===== src/hdl/dtsu_pkg.sv =====
// shared types, widths and codes of the deadline timer scheduler
package dtsu_pkg;

  localparam int unsigned NumTimersDefault = 32;

  // payload widths
  localparam int unsigned CmdW  = 2;
  localparam int unsigned IdW   = 5;
  localparam int unsigned TimeW = 32;
  localparam int unsigned DlW   = 33;
  localparam int unsigned SeqW  = 32;
  localparam int unsigned KindW = 2;

  // request commands
  typedef enum logic [CmdW-1:0] {
    CMD_ARM    = 2'd0,
    CMD_CANCEL = 2'd1,
    CMD_QUERY  = 2'd2,
    CMD_EXPIRE = 2'd3
  } cmd_e;

  // result kinds
  typedef enum logic [KindW-1:0] {
    KIND_ACK     = 2'd0,
    KIND_EXPIRED = 2'd1,
    KIND_QUERY   = 2'd2,
    KIND_NONE    = 2'd3
  } kind_e;

  // controller states
  typedef enum logic [3:0] {
    ST_IDLE   = 4'b0001,
    ST_SCAN   = 4'b0010,
    ST_DECIDE = 4'b0100,
    ST_EMIT   = 4'b1000
  } state_e;

  // controller to datapath
  typedef struct packed {
    logic take;
    logic scan_start;
    logic scan_run;
    logic decide;
  } ctl_t;

  // datapath to controller
  typedef struct packed {
    logic req_scan;
    logic scan_done;
    logic rsp_last;
  } dp_status_t;

endpackage


===== src/hdl/dtsu_if.sv =====
// request and result channel interfaces of the deadline timer scheduler
interface dtsu_req_if;
  logic                        valid;
  logic                        ready;
  logic [dtsu_pkg::CmdW-1:0]   command;
  logic [dtsu_pkg::IdW-1:0]    timer_id;
  logic [dtsu_pkg::TimeW-1:0]  timeout_ms;
  logic [dtsu_pkg::TimeW-1:0]  now_ms;

  modport source (output valid, command, timer_id, timeout_ms, now_ms, input ready);
  modport sink   (input valid, command, timer_id, timeout_ms, now_ms, output ready);
endinterface

interface dtsu_rsp_if;
  logic                        valid;
  logic                        ready;
  logic [dtsu_pkg::KindW-1:0]  kind;
  logic [dtsu_pkg::IdW-1:0]    expired_id;
  logic [dtsu_pkg::DlW-1:0]    time_left_ms;
  logic                        queue_empty;
  logic                        last_result;

  modport source (output valid, kind, expired_id, time_left_ms, queue_empty, last_result,
                  input ready);
  modport sink   (input valid, kind, expired_id, time_left_ms, queue_empty, last_result,
                  output ready);
endinterface


===== src/hdl/dtsu_ctrl.sv =====
// controller state machine: sequences take, table scan, decision and result hand-off
module dtsu_ctrl (
  input  logic                   clk_i,
  input  logic                   rst_ni,
  input  logic                   req_valid_i,
  output logic                   req_ready_o,
  output logic                   rsp_valid_o,
  input  logic                   rsp_ready_i,
  input  dtsu_pkg::dp_status_t   status_i,
  output dtsu_pkg::ctl_t         ctl_o
);

  dtsu_pkg::state_e state_q, state_d;
  dtsu_pkg::ctl_t   ctl_d;

  // next state and commands
  always_comb begin
    state_d     = state_q;
    ctl_d       = '0;
    req_ready_o = 1'b0;
    rsp_valid_o = 1'b0;
    case (state_q)
      dtsu_pkg::ST_IDLE: begin
        req_ready_o = 1'b1;
        if (req_valid_i) begin
          ctl_d.take = 1'b1;
          if (status_i.req_scan) begin
            ctl_d.scan_start = 1'b1;
            state_d          = dtsu_pkg::ST_SCAN;
          end else begin
            state_d = dtsu_pkg::ST_EMIT;
          end
        end
      end
      dtsu_pkg::ST_SCAN: begin
        ctl_d.scan_run = 1'b1;
        if (status_i.scan_done) begin
          state_d = dtsu_pkg::ST_DECIDE;
        end
      end
      dtsu_pkg::ST_DECIDE: begin
        ctl_d.decide = 1'b1;
        state_d      = dtsu_pkg::ST_EMIT;
      end
      dtsu_pkg::ST_EMIT: begin
        rsp_valid_o = 1'b1;
        if (rsp_ready_i) begin
          if (status_i.rsp_last) begin
            state_d = dtsu_pkg::ST_IDLE;
          end else begin
            // more timers due: scan again for the next one
            ctl_d.scan_start = 1'b1;
            state_d          = dtsu_pkg::ST_SCAN;
          end
        end
      end
      default: begin
        state_d = dtsu_pkg::ST_IDLE;
      end
    endcase
  end

  assign ctl_o = ctl_d;

  // state register
  always_ff @(posedge clk_i or negedge rst_ni) begin
    if (!rst_ni) begin
      state_q <= dtsu_pkg::ST_IDLE;
    end else begin
      state_q <= state_d;
    end
  end

  // query and expire requests always go through a scan
  a_scan_follows: assert property (@(posedge clk_i) disable iff (!rst_ni)
    req_valid_i && req_ready_o && status_i.req_scan |=> state_q == dtsu_pkg::ST_SCAN)
    else $error("scan request did not start a scan");

  // a decision is offered as a result in the next cycle
  a_decide_offers: assert property (@(posedge clk_i) disable iff (!rst_ni)
    ctl_o.decide |=> rsp_valid_o)
    else $error("decision not presented as a result");

endmodule


===== src/hdl/dtsu_dp.sv =====
// datapath: timer table, armed flags, min-deadline scan and result register
module dtsu_dp #(
  parameter int unsigned NUM_TIMERS = dtsu_pkg::NumTimersDefault
) (
  input  logic                          clk_i,
  input  logic                          rst_ni,
  input  dtsu_pkg::ctl_t                ctl_i,
  output dtsu_pkg::dp_status_t          status_o,
  input  logic [dtsu_pkg::CmdW-1:0]     req_command_i,
  input  logic [dtsu_pkg::IdW-1:0]      req_timer_id_i,
  input  logic [dtsu_pkg::TimeW-1:0]    req_timeout_ms_i,
  input  logic [dtsu_pkg::TimeW-1:0]    req_now_ms_i,
  output logic [dtsu_pkg::KindW-1:0]    rsp_kind_o,
  output logic [dtsu_pkg::IdW-1:0]      rsp_expired_id_o,
  output logic [dtsu_pkg::DlW-1:0]      rsp_time_left_ms_o,
  output logic                          rsp_queue_empty_o,
  output logic                          rsp_last_result_o
);

  localparam int unsigned IdxW = $clog2(NUM_TIMERS);
  localparam int unsigned CntW = $clog2(NUM_TIMERS + 1);
  localparam int unsigned EntW = dtsu_pkg::DlW + dtsu_pkg::SeqW;
  localparam logic [CntW-1:0] CntEnd = CntW'(NUM_TIMERS);

  // table storage: deadline and arm sequence per timer
  logic [EntW-1:0] entry_mem [NUM_TIMERS];

  logic [NUM_TIMERS-1:0]        armed_q;
  logic [dtsu_pkg::SeqW-1:0]    seq_q;
  logic [CntW-1:0]              cnt_q;
  logic [CntW-1:0]              due_q;
  logic                         rd_vld_q;
  logic                         rd_armed_q;
  logic [IdxW-1:0]              rd_idx_q;
  logic [dtsu_pkg::DlW-1:0]     rd_dl_q;
  logic [dtsu_pkg::SeqW-1:0]    rd_seq_q;
  logic                         best_vld_q;
  logic [IdxW-1:0]              best_idx_q;
  logic [dtsu_pkg::DlW-1:0]     best_dl_q;
  logic [dtsu_pkg::SeqW-1:0]    best_seq_q;
  dtsu_pkg::cmd_e               cmd_q;
  logic [dtsu_pkg::TimeW-1:0]   now_q;
  dtsu_pkg::kind_e              kind_q;
  logic [dtsu_pkg::IdW-1:0]     id_q;
  logic [dtsu_pkg::DlW-1:0]     left_q;
  logic                         empty_q;
  logic                         last_q;

  dtsu_pkg::cmd_e               cmd_in;
  logic                         id_ok;
  logic [IdxW-1:0]              wr_idx;
  logic [IdxW-1:0]              cnt_idx;
  logic [dtsu_pkg::DlW-1:0]     new_dl;
  logic [dtsu_pkg::DlW-1:0]     now_ext;
  logic                         scanning;
  logic                         better;
  logic                         rd_due;
  logic                         best_due;
  logic                         do_arm;
  logic                         do_cancel;
  logic                         do_disarm;

  // request decode and compare logic
  always_comb begin
    cmd_in    = dtsu_pkg::cmd_e'(req_command_i);
    id_ok     = 32'(req_timer_id_i) < NUM_TIMERS;
    wr_idx    = IdxW'(req_timer_id_i);
    cnt_idx   = cnt_q[IdxW-1:0];
    new_dl    = {1'b0, req_now_ms_i} + {1'b0, req_timeout_ms_i};
    now_ext   = {1'b0, now_q};
    scanning  = ctl_i.scan_run && (cnt_q != CntEnd);
    // earlier deadline wins, newest arm wins a tie
    better    = rd_vld_q && rd_armed_q &&
                (!best_vld_q || (rd_dl_q < best_dl_q) ||
                 ((rd_dl_q == best_dl_q) && (rd_seq_q > best_seq_q)));
    rd_due    = rd_vld_q && rd_armed_q && (rd_dl_q <= now_ext);
    best_due  = best_vld_q && (best_dl_q <= now_ext);
    do_arm    = ctl_i.take && (cmd_in == dtsu_pkg::CMD_ARM) && id_ok;
    do_cancel = ctl_i.take && (cmd_in == dtsu_pkg::CMD_CANCEL) && id_ok;
    do_disarm = ctl_i.decide && (cmd_q == dtsu_pkg::CMD_EXPIRE) && best_due;
  end

  assign status_o.req_scan  = (cmd_in == dtsu_pkg::CMD_QUERY) ||
                              (cmd_in == dtsu_pkg::CMD_EXPIRE);
  assign status_o.scan_done = (cnt_q == CntEnd) && !rd_vld_q;
  assign status_o.rsp_last  = last_q;

  // table write on arm, registered read during the scan
  always_ff @(posedge clk_i) begin
    if (do_arm) begin
      entry_mem[wr_idx] <= {new_dl, seq_q};
    end
    if (scanning) begin
      {rd_dl_q, rd_seq_q} <= entry_mem[cnt_idx];
    end
  end

  // armed flags and arm sequence counter
  always_ff @(posedge clk_i or negedge rst_ni) begin
    if (!rst_ni) begin
      armed_q <= '0;
      seq_q   <= '0;
    end else begin
      if (do_arm) begin
        armed_q[wr_idx] <= 1'b1;
        seq_q           <= seq_q + dtsu_pkg::SeqW'(1);
      end
      if (do_cancel) begin
        armed_q[wr_idx] <= 1'b0;
      end
      if (do_disarm) begin
        armed_q[best_idx_q] <= 1'b0;
      end
    end
  end

  // scan sequencing, best-so-far flag and due count
  always_ff @(posedge clk_i or negedge rst_ni) begin
    if (!rst_ni) begin
      cnt_q      <= '0;
      due_q      <= '0;
      rd_vld_q   <= 1'b0;
      rd_armed_q <= 1'b0;
      rd_idx_q   <= '0;
      best_vld_q <= 1'b0;
    end else if (ctl_i.scan_start) begin
      cnt_q      <= '0;
      due_q      <= '0;
      rd_vld_q   <= 1'b0;
      best_vld_q <= 1'b0;
    end else if (ctl_i.scan_run) begin
      if (scanning) begin
        rd_vld_q   <= 1'b1;
        rd_armed_q <= armed_q[cnt_idx];
        rd_idx_q   <= cnt_idx;
        cnt_q      <= cnt_q + CntW'(1);
      end else begin
        rd_vld_q <= 1'b0;
      end
      if (better) begin
        best_vld_q <= 1'b1;
      end
      if (rd_due) begin
        due_q <= due_q + CntW'(1);
      end
    end
  end

  // best-so-far entry
  always_ff @(posedge clk_i) begin
    if (ctl_i.scan_run && better) begin
      best_idx_q <= rd_idx_q;
      best_dl_q  <= rd_dl_q;
      best_seq_q <= rd_seq_q;
    end
  end

  // request latch and result register
  always_ff @(posedge clk_i) begin
    if (ctl_i.take) begin
      cmd_q   <= cmd_in;
      now_q   <= req_now_ms_i;
      kind_q  <= dtsu_pkg::KIND_ACK;
      id_q    <= '0;
      left_q  <= '0;
      empty_q <= 1'b0;
      last_q  <= 1'b1;
    end else if (ctl_i.decide) begin
      id_q    <= '0;
      left_q  <= '0;
      empty_q <= 1'b0;
      last_q  <= 1'b1;
      case (cmd_q)
        dtsu_pkg::CMD_QUERY: begin
          kind_q <= dtsu_pkg::KIND_QUERY;
          if (!best_vld_q) begin
            empty_q <= 1'b1;
          end else if (best_dl_q > now_ext) begin
            left_q <= best_dl_q - now_ext;
          end
        end
        dtsu_pkg::CMD_EXPIRE: begin
          if (best_due) begin
            kind_q <= dtsu_pkg::KIND_EXPIRED;
            id_q   <= dtsu_pkg::IdW'(best_idx_q);
            last_q <= (due_q == CntW'(1));
          end else begin
            kind_q <= dtsu_pkg::KIND_NONE;
          end
        end
        default: begin
          kind_q <= dtsu_pkg::KIND_ACK;
        end
      endcase
    end
  end

  assign rsp_kind_o         = kind_q;
  assign rsp_expired_id_o   = id_q;
  assign rsp_time_left_ms_o = left_q;
  assign rsp_queue_empty_o  = empty_q;
  assign rsp_last_result_o  = last_q;

  // every accepted arm advances the sequence by one
  a_seq_step: assert property (@(posedge clk_i) disable iff (!rst_ni)
    do_arm |=> seq_q == $past(seq_q) + dtsu_pkg::SeqW'(1))
    else $error("arm sequence did not advance");

  // an emitted expiry leaves its timer disarmed
  a_disarm: assert property (@(posedge clk_i) disable iff (!rst_ni)
    do_disarm |=> !armed_q[$past(best_idx_q)])
    else $error("expired timer still armed");

  // any due timer seen in a finished scan means the earliest one is due
  a_due_best: assert property (@(posedge clk_i) disable iff (!rst_ni)
    ctl_i.scan_run && status_o.scan_done && (due_q != '0) |-> best_due)
    else $error("due timers counted but earliest entry not due");

endmodule


===== src/hdl/deadline_timer_scheduler_unit.sv =====
// Deadline timer scheduler top level: up to NUM_TIMERS one-shot timers kept in a flat table.
// Arm and cancel requests are answered by an acknowledge offered in the cycle after they are taken.
// Query and expire requests scan the table one entry per cycle through the single read
// port of the deadline memory, then form the result in a decide step: a query gives one
// result, and an expire request scans the table anew for each result it emits (one per
// due timer, earliest deadline first, newest arm first on a tie).
// A new request is taken once the last result of the previous one has been handed off.
module deadline_timer_scheduler_unit #(
  parameter int unsigned NUM_TIMERS = dtsu_pkg::NumTimersDefault
) (
  input  logic       clk_i,
  input  logic       rst_ni,
  dtsu_req_if.sink   req_i,
  dtsu_rsp_if.source rsp_o
);

  dtsu_pkg::ctl_t       ctl;
  dtsu_pkg::dp_status_t status;

  // controller
  dtsu_ctrl u_ctrl (
    .clk_i       (clk_i),
    .rst_ni      (rst_ni),
    .req_valid_i (req_i.valid),
    .req_ready_o (req_i.ready),
    .rsp_valid_o (rsp_o.valid),
    .rsp_ready_i (rsp_o.ready),
    .status_i    (status),
    .ctl_o       (ctl)
  );

  // datapath
  dtsu_dp #(
    .NUM_TIMERS (NUM_TIMERS)
  ) u_dp (
    .clk_i              (clk_i),
    .rst_ni             (rst_ni),
    .ctl_i              (ctl),
    .status_o           (status),
    .req_command_i      (req_i.command),
    .req_timer_id_i     (req_i.timer_id),
    .req_timeout_ms_i   (req_i.timeout_ms),
    .req_now_ms_i       (req_i.now_ms),
    .rsp_kind_o         (rsp_o.kind),
    .rsp_expired_id_o   (rsp_o.expired_id),
    .rsp_time_left_ms_o (rsp_o.time_left_ms),
    .rsp_queue_empty_o  (rsp_o.queue_empty),
    .rsp_last_result_o  (rsp_o.last_result)
  );

endmodule


===== src/flat_wrapper.sv =====
// flat-port wrapper written by rule: the top's interface ports become plain ports
module deadline_timer_scheduler_unit_flat 
#(
  parameter int unsigned NUM_TIMERS = dtsu_pkg::NumTimersDefault
)
  (clk_i, rst_ni, req_i_valid, req_i_command, req_i_timer_id, req_i_timeout_ms, req_i_now_ms, req_i_ready, rsp_o_valid, rsp_o_kind, rsp_o_expired_id, rsp_o_time_left_ms, rsp_o_queue_empty, rsp_o_last_result, rsp_o_ready);
  dtsu_req_if req_i_i ();
  dtsu_rsp_if rsp_o_i ();
  input  logic clk_i;
  input  logic rst_ni;
  input wire logic [$bits(req_i_i.valid)-1:0] req_i_valid;
  input wire logic [$bits(req_i_i.command)-1:0] req_i_command;
  input wire logic [$bits(req_i_i.timer_id)-1:0] req_i_timer_id;
  input wire logic [$bits(req_i_i.timeout_ms)-1:0] req_i_timeout_ms;
  input wire logic [$bits(req_i_i.now_ms)-1:0] req_i_now_ms;
  output wire logic [$bits(req_i_i.ready)-1:0] req_i_ready;
  output wire logic [$bits(rsp_o_i.valid)-1:0] rsp_o_valid;
  output wire logic [$bits(rsp_o_i.kind)-1:0] rsp_o_kind;
  output wire logic [$bits(rsp_o_i.expired_id)-1:0] rsp_o_expired_id;
  output wire logic [$bits(rsp_o_i.time_left_ms)-1:0] rsp_o_time_left_ms;
  output wire logic [$bits(rsp_o_i.queue_empty)-1:0] rsp_o_queue_empty;
  output wire logic [$bits(rsp_o_i.last_result)-1:0] rsp_o_last_result;
  input wire logic [$bits(rsp_o_i.ready)-1:0] rsp_o_ready;
  assign req_i_i.valid = req_i_valid;
  assign req_i_i.command = req_i_command;
  assign req_i_i.timer_id = req_i_timer_id;
  assign req_i_i.timeout_ms = req_i_timeout_ms;
  assign req_i_i.now_ms = req_i_now_ms;
  assign req_i_ready = req_i_i.ready;
  assign rsp_o_valid = rsp_o_i.valid;
  assign rsp_o_kind = rsp_o_i.kind;
  assign rsp_o_expired_id = rsp_o_i.expired_id;
  assign rsp_o_time_left_ms = rsp_o_i.time_left_ms;
  assign rsp_o_queue_empty = rsp_o_i.queue_empty;
  assign rsp_o_last_result = rsp_o_i.last_result;
  assign rsp_o_i.ready = rsp_o_ready;
  deadline_timer_scheduler_unit #(.NUM_TIMERS(NUM_TIMERS)) u_core (.clk_i(clk_i), .rst_ni(rst_ni), .req_i(req_i_i), .rsp_o(rsp_o_i));
endmodule

===== config.mk =====
export PLATFORM = sky130hd
export DESIGN_NAME = deadline_timer_scheduler_unit_flat
export DESIGN_NICKNAME = d
export VERILOG_FILES = /design/src/hdl/dtsu_pkg.sv /design/src/hdl/dtsu_if.sv /design/src/hdl/dtsu_ctrl.sv /design/src/hdl/dtsu_dp.sv /design/src/hdl/deadline_timer_scheduler_unit.sv /design/src/flat_wrapper.sv
export SDC_FILE = /design/constraint.sdc
export NUM_CORES = 2
export LEC_CHECK = 0
export ABC_AREA = 1
export BUFFER_PORTS_ARGS = -buffer_cell sky130_fd_sc_hd__clkbuf_2
export CELL_PAD_IN_SITES_DETAIL_PLACEMENT = 1
export CELL_PAD_IN_SITES_GLOBAL_PLACEMENT = 1
export CORE_MARGIN = 1
export CORE_UTILIZATION = 40
export DETAILED_ROUTE_END_ITERATION = 12
export PLACE_DENSITY_LB_ADDON = 0.1
export SLEW_MARGIN = 5
export SYNTH_ARGS = -nofsm -noshare
export SYNTH_HDL_FRONTEND = slang
export SYNTH_SLANG_ARGS = --single-unit

===== constraint.sdc =====
create_clock -name clk_i -period 13.6 [get_ports clk_i]
set_input_delay 2.04 -clock clk_i [delete_from_list [all_inputs] [get_ports clk_i]]
set_output_delay 2.04 -clock clk_i [all_outputs]
set_load 0.02 [all_outputs]

# == After elaboration in Yosys (flattened, before gate mapping) ==
# Memories as Yosys holds them, arrays and structs flattened. A register that Yosys moved wholly into a read port is not among the register bits.
# Cells that the tools add are included.
# op_classes
n_addsub,5
multipliers,0
div,0
order_cmp,10
n_eq_ne,16
shift,0
n_mux,50
bitwise,6
reduce_logical,29
# ops
cell,n
two-way mux 33 bit,3
two-way mux 32 bit,3
<= comparator 33 x 32 -> 1 bit,2
AND 32 bit,2
inverter 32 bit,2
two-way mux 6 bit,6
adder 32 x 32 -> 33 bit,1
equality test 33 bit,1
greater-than comparator 33 x 32 -> 1 bit,1
< comparator 33 bit,1
subtractor 33 x 32 -> 33 bit,1
"adder 32 x 1 -> 32 bit, second input constant",1
greater-than comparator 32 bit,1
OR 32 bit,1
two-way mux 1 bit,23
"< comparator 5 x 6 -> 1 bit, second input constant",3
two-way mux 4 bit,4
case mux 4 bit (4 select lines),1
logical AND 1 bit,14
"adder 6 x 1 -> 6 bit, second input constant",2
demux 1 bit (select 5 bit),2
"greater-or-equal comparator 5 x 1 -> 1 bit, second input constant",2
two-way mux 5 bit,2
"equality test 2 bit, second input constant",4
other kinds (21),33
# word_totals
regBits,234
latch_bits,0
ram_bits,2080
rom_bits,0
inputBits,75
output_inout_bits,44
elab_cells,136
memories,1
# memory_table
name,depth,width,read_ports,rd_ports_with_merged_regs,write_ports,line_no,rtl
u_core.u_dp.entry_mem,32,65,1,1,1,dtsu_dp.sv:26,logic [EntW-1:0] entry_mem [NUM_TIMERS];

# == Longest topological paths before layout ==
# logic_depth
word_depth,11
ltp_mapped,17
mapped_depth_nobuf,17

# == By module ==
# A second synthesis with hierarchy kept.
# hier_totals
hier_cells,8159
area_unflattened_um2,99200.1
# modules_own_cells
module,instances,cells_per_inst,area_each_um2,seq_area_each_um2
dtsu_dp,1,8114,98863.6,70477.6
dtsu_ctrl,1,45,336.6,101.3

# == Least setup slack after synthesis ==
# Ideal clock, no wire load.
# synth_timing
path_kind,input-to-reg
startpoint,input port req_i_timer_id[2]
endpoint,register u_core.u_dp.armed_q[30]
setup_time_ns,0.094
t_arrival_ns,5.856
required_ns,13.506
slack_ns,7.650
cell_stages,6
n_path_buf,0
path_cell_list,inv_1 nor3_1 nand2_1 nor2_1 o22ai_1 a41oi_2
# synth_via
elab_chain_cells,10
word_cells_on_any_way,12
cone_classes,order compare: 2; mux: 5; bitwise: 4; reduce/logical: 1
# synth_lines
item,line_no,rtl
"start, declared",flat_wrapper.sv:13,input wire logic [$bits(req_i_i.timer_id)-1:0] req_i_timer_id;
< comparator 5 x 6 -> 1 bit (not written as such) / greater-or-equal comparator 5 x 1 -> 1 bit (equally long branches),"dtsu_dp.sv:105, dtsu_dp.sv:109",
logical AND 1 bit (not written as such),"dtsu_dp.sv:105, dtsu_dp.sv:109",
two-way mux 1 bit (not written as such),"dtsu_dp.sv:105, dtsu_dp.sv:109",
demux 1 bit (select 5 bit) (*),"dtsu_dp.sv:105, dtsu_dp.sv:109",
OR 32 bit (no source line),n/a,
two-way mux 32 bit,dtsu_dp.sv:104,if (do_arm) begin
AND 32 bit (no source line),n/a,
two-way mux 32 bit (*),dtsu_dp.sv:108,if (do_cancel) begin
AND 32 bit (no source line),n/a,
two-way mux 32 bit (*),dtsu_dp.sv:111,if (do_disarm) begin
"end signal, assigned by index",dtsu_dp.sv:105,armed_q[wr_idx] <= 1'b1;
"end signal, assigned by index",dtsu_dp.sv:109,armed_q[wr_idx] <= 1'b0;
"end signal, assigned by index",dtsu_dp.sv:112,armed_q[best_idx_q] <= 1'b0;
"end, declared",dtsu_dp.sv:28,logic [NUM_TIMERS-1:0] armed_q;
# Mark *: on every way between the ends. The rest lies on a longest branch, timed or not.
# A chain may end at the register's enable or synchronous reset.

# == Worst setup path after layout ==
# layout_timing
startpoint,register u_core.u_dp.cnt_q[0]
endpoint,"register u_core.u_dp.rd_dl_q[21] (netlist bit), read port of u_core.u_dp.entry_mem, data pin"
# layout_via
elab_chain_cells,2
# layout_lines
item,line_no,rtl
"start, declared",dtsu_dp.sv:30,logic [CntW-1:0] cnt_q;
"start signal, assigned",dtsu_dp.sv:136,cnt_q <= cnt_q + CntW'(1);
!= test 6 bit,dtsu_dp.sv:71,scanning = ctl_i.scan_run && (cnt_q != CntEnd);
logical AND 1 bit,dtsu_dp.sv:71,
"end, declared",dtsu_dp.sv:35,logic [dtsu_pkg::DlW-1:0] rd_dl_q;
# Several ways; a longest one is shown, not always the timed one.

==> flow_summary.toml <==
[outcome]
status = "finished clean"

[clock_network]
post_cts_buffers = 0
cts-root-buf = "clkbuf_16"
post_cts_resized = 0
cts_tree = "done"
ctsHoldBuffers = 0
clk_pin_slew_ps = 60
htree_levels = 5
clock_sinks = 2379
numCtsBuffers = 281
clk_path_buf_depth = 4
worstSkewPairLatency_ps = 940

[sta]
setup_ws_ps = 8350
fin_crit_sh_pct = 38.6
tightest_slew_ps = 1370
grt_setup_unrepaired = "no"
finalMaxSlewViolations = 0
fin_worst_skew_ps = 66.7
clock.fmax_mhz = 191
slew_headroom_pct = 8.02
setup_violations = 0
hold_viol_final = 0
setup_tns_ps = 0
period_needed_ps = 5250
whs_ps = 451

[synth]
yosys_register_bits = 2379
synthFlopType = "edfxtp_1"
synth_fp_nets = 8247
ys_types = 58
yosys_warnings = 0
avgSynthCellArea_um2 = 12.4
netlist_area_mm2 = 0.0989
syn_inst = 8004
yosysSeqAreaShare_pct = 71.3
synth-edff-count = 2249
synthArstFlopShare_pct = 3.70

[die]
dieArea_mm2 = 0.249
die_y_um = 499
die_w_um = 499
ios = 119
core_mm2 = 0.246
row_count = 182
start_util_pct = 40.2

[detailed_routing]
drtPass1Iterations = 5
wl_per_cell_um = 29.8
drt_iter0_markers = 6857
dr_total_vias = 68000
drcViolationCount = 0
drt-vias-per-instance = 5.91
final_antenna_net_count = 0
routed_wl_um = 343000

[grt]
grt_pass1_wl_um = 492000
antenna_found_initial = 14
grt_pass1_vias = 68500
grt_max_degree = 171
grt_overflow_total = 0
grt_use_total_pct = 27.0

[hold_path]
hold_path.class = "register to register"

[placement]
dpl_worst_slack_ps = 7640
place_area_mm2 = 0.103
routabilityCongestion = 0.860
placed_cells = 11000
dp_hpwl_um = 198000
io_buffer_count = 118

[worst_setup_path]
cp_max_fo = 163
crit_required_ps = 14160
crit_path_end_kind = "register"
path_class = "register to register"
cp-start-kind = "register"
crit_arrival_ps = 5810

[cells_and_area]
finalInstanceArea_mm2 = 0.112
layout.cells.non_filler = 11500
fill_cells = 25300
regArea_mm2 = 0.0706
layout-drive-gt1-share_pct = 9.48
final_nets = 8340
finish.utilization_pct = 45.5
multiInputGateArea_mm2 = 0.0255
area_growth_pct = 13.1

[power]
finalPower_mw = 21.0
p_leak_nw = 39.2
powerDensity_mw_per_mm2 = 188
vdd_drop_max_mv = 0.149

[run]
cap_violations = 0
==> flip-flops by register name, summed over array words and instances, names as in the netlist <==
register and count:
u_core.u_dp.rsp_time_left_ms_o 33, u_core.u_dp.rd_armed_q 1, u_core.u_dp.cmd_q 2, u_core.u_dp.best_dl_q 33, u_core.u_dp.cnt_q 6, u_core.u_dp.due_q 6
u_core.u_dp.rsp_last_result_o 1, u_core.u_dp.rsp_expired_id_o 5, u_core.u_dp.armed_q 32, u_core.u_dp.rd_idx_q 5, u_core.u_dp.rsp_kind_o 2, u_core.u_dp.rsp_queue_empty_o 1
u_core.u_dp.now_q 32, u_core.u_dp.rd_seq_q 32, u_core.u_dp.best_vld_q 1, u_core.u_dp.best_idx_q 5, u_core.u_dp.seq_q 32, u_core.u_dp.rd_vld_q 1
u_core.u_dp.best_seq_q 32, u_core.u_ctrl.state_q 4, u_core.u_dp.rd_dl_q 33, u_core.u_dp.entry_mem 2080
==> cells by family (layout without fill, tap and decap cells) <==
logic type / Yosys count / count (layout) / share of synthesized area, %
buffers and inverters: 795 / 1084 / 3.49
AOI/OAI and AO/OA: 2133 / 2133 / 12.4
other: 0 / 2 / 0
and+or+nand+nor: 2451 / 2451 / 9.95
adders and majority gates: 168 / 168 / 2.14
DFF: 2379 / 2379 / 71.3
xor gates and xnor gates: 78 / 78 / 0.690
==> power by group <==
| group | internal [mW] | switching, mW |
|---|---|---|
| combinational | 1.26 | 3.80 |
| clock | 4.17 | 2.96 |
| sequential | 8.49 | 0.309 |
==> Yosys cell counts (9+ instances only) <==
library cell     n  area (µm²)
edfxtp_1      2249       67500
o211a_1         10         100
buf_1           17        63.8
nand3_1        194         971
a41oi_1         24         210
nor2_1        1373        5150
inv_1          309        1160
clkbuf_1       292        1100
xnor2_1         15         131
o21ai_1         38         190
nand2_1        709        2660
o22a_1           9        78.8
a21oi_1        218        1090
o21ai_0       1167        5840
o221ai_1       154        1350
buf_2           96         480
dfxtp_1         42         841
a41oi_2         10         163
o211ai_1        38         285
nor3_1          72         360
ha_1           166        2080
nand4_1         59         369
o22ai_1        367        2300
o21bai_1        10        75.1
nor4_1           9        56.3
xor2_1          63         552
a31oi_1         61         382
buf_6           19         214
dfrtp_1         87        2180
buf_4           50         375
==> metal layers <==
layer	routed length (µm)	track usage [%]	vias to the layer above	part of all wire, %
li1	-	-	29600	-
met1	157000	39.5	35700	46
met2	155000	42.0	2281	45
met3	22300	3.93	455	6.5
met4	8550	7.23	0	2.5
met5	0	0	-	0
==> critical path, cell delays in order (launching register included) <==
cell	delay [ps]
dfrtp_4	740
buf_4	710
buf_4	790
buf_12	460
o21ai_0	220
o22ai_1	290
nand2_1	100
nand3_1	100
a31oi_1	130
a31oi_1	900
==> cell usage in the layout (no fill, tap or decap), types with 157 or more instances in the layout <==
master     synthesis  layout
o21ai_0         1167    1167
a21oi_1          218     218
buf_4             50     157
o22ai_1          367     367
edfxtp_1        2249    2249
inv_1            309     305
ha_1             166     165
nand2_1          709     709
nor2_1          1373    1339
nand3_1          194     194
clkbuf_16          0     286
==> cell type report <==
| class | instances | share of cell area (%) |
|---|---|---|
| tap | 3220 | 3.60 |
| sequential | 2379 | 63.1 |
| inverter | 319 | 1.10 |
| multi-input combinational | 4830 | 22.8 |
| clock inverter | 124 | 0.928 |
| clock buffer | 355 | 6.65 |
| timing repair buffer | 286 | 1.79 |
| antenna | 2 | 0.00447 |
==> path summary, 6_finish.rpt <==
kind                       slack, ps                   endpoint  cells after the start               startpoint
setup / recovery                8350    u_core.u_dp.rd_dl_q[21]                      9     u_core.u_dp.cnt_q[0]
hold / removal                   450  u_core.u_dp.best_idx_q[4]                      0  u_core.u_dp.rd_idx_q[4]
setup reg to reg                8350    u_core.u_dp.rd_dl_q[21]                      9     u_core.u_dp.cnt_q[0]
hold reg to reg                  450  u_core.u_dp.best_idx_q[4]                      0  u_core.u_dp.rd_idx_q[4]
max in group asynchronous      11120       u_core.u_dp.cnt_q[3]                      2                   rst_ni
min in group asynchronous       1050      u_core.u_dp.seq_q[24]                      1                   rst_ni
(Power assumes the default switching activity.)
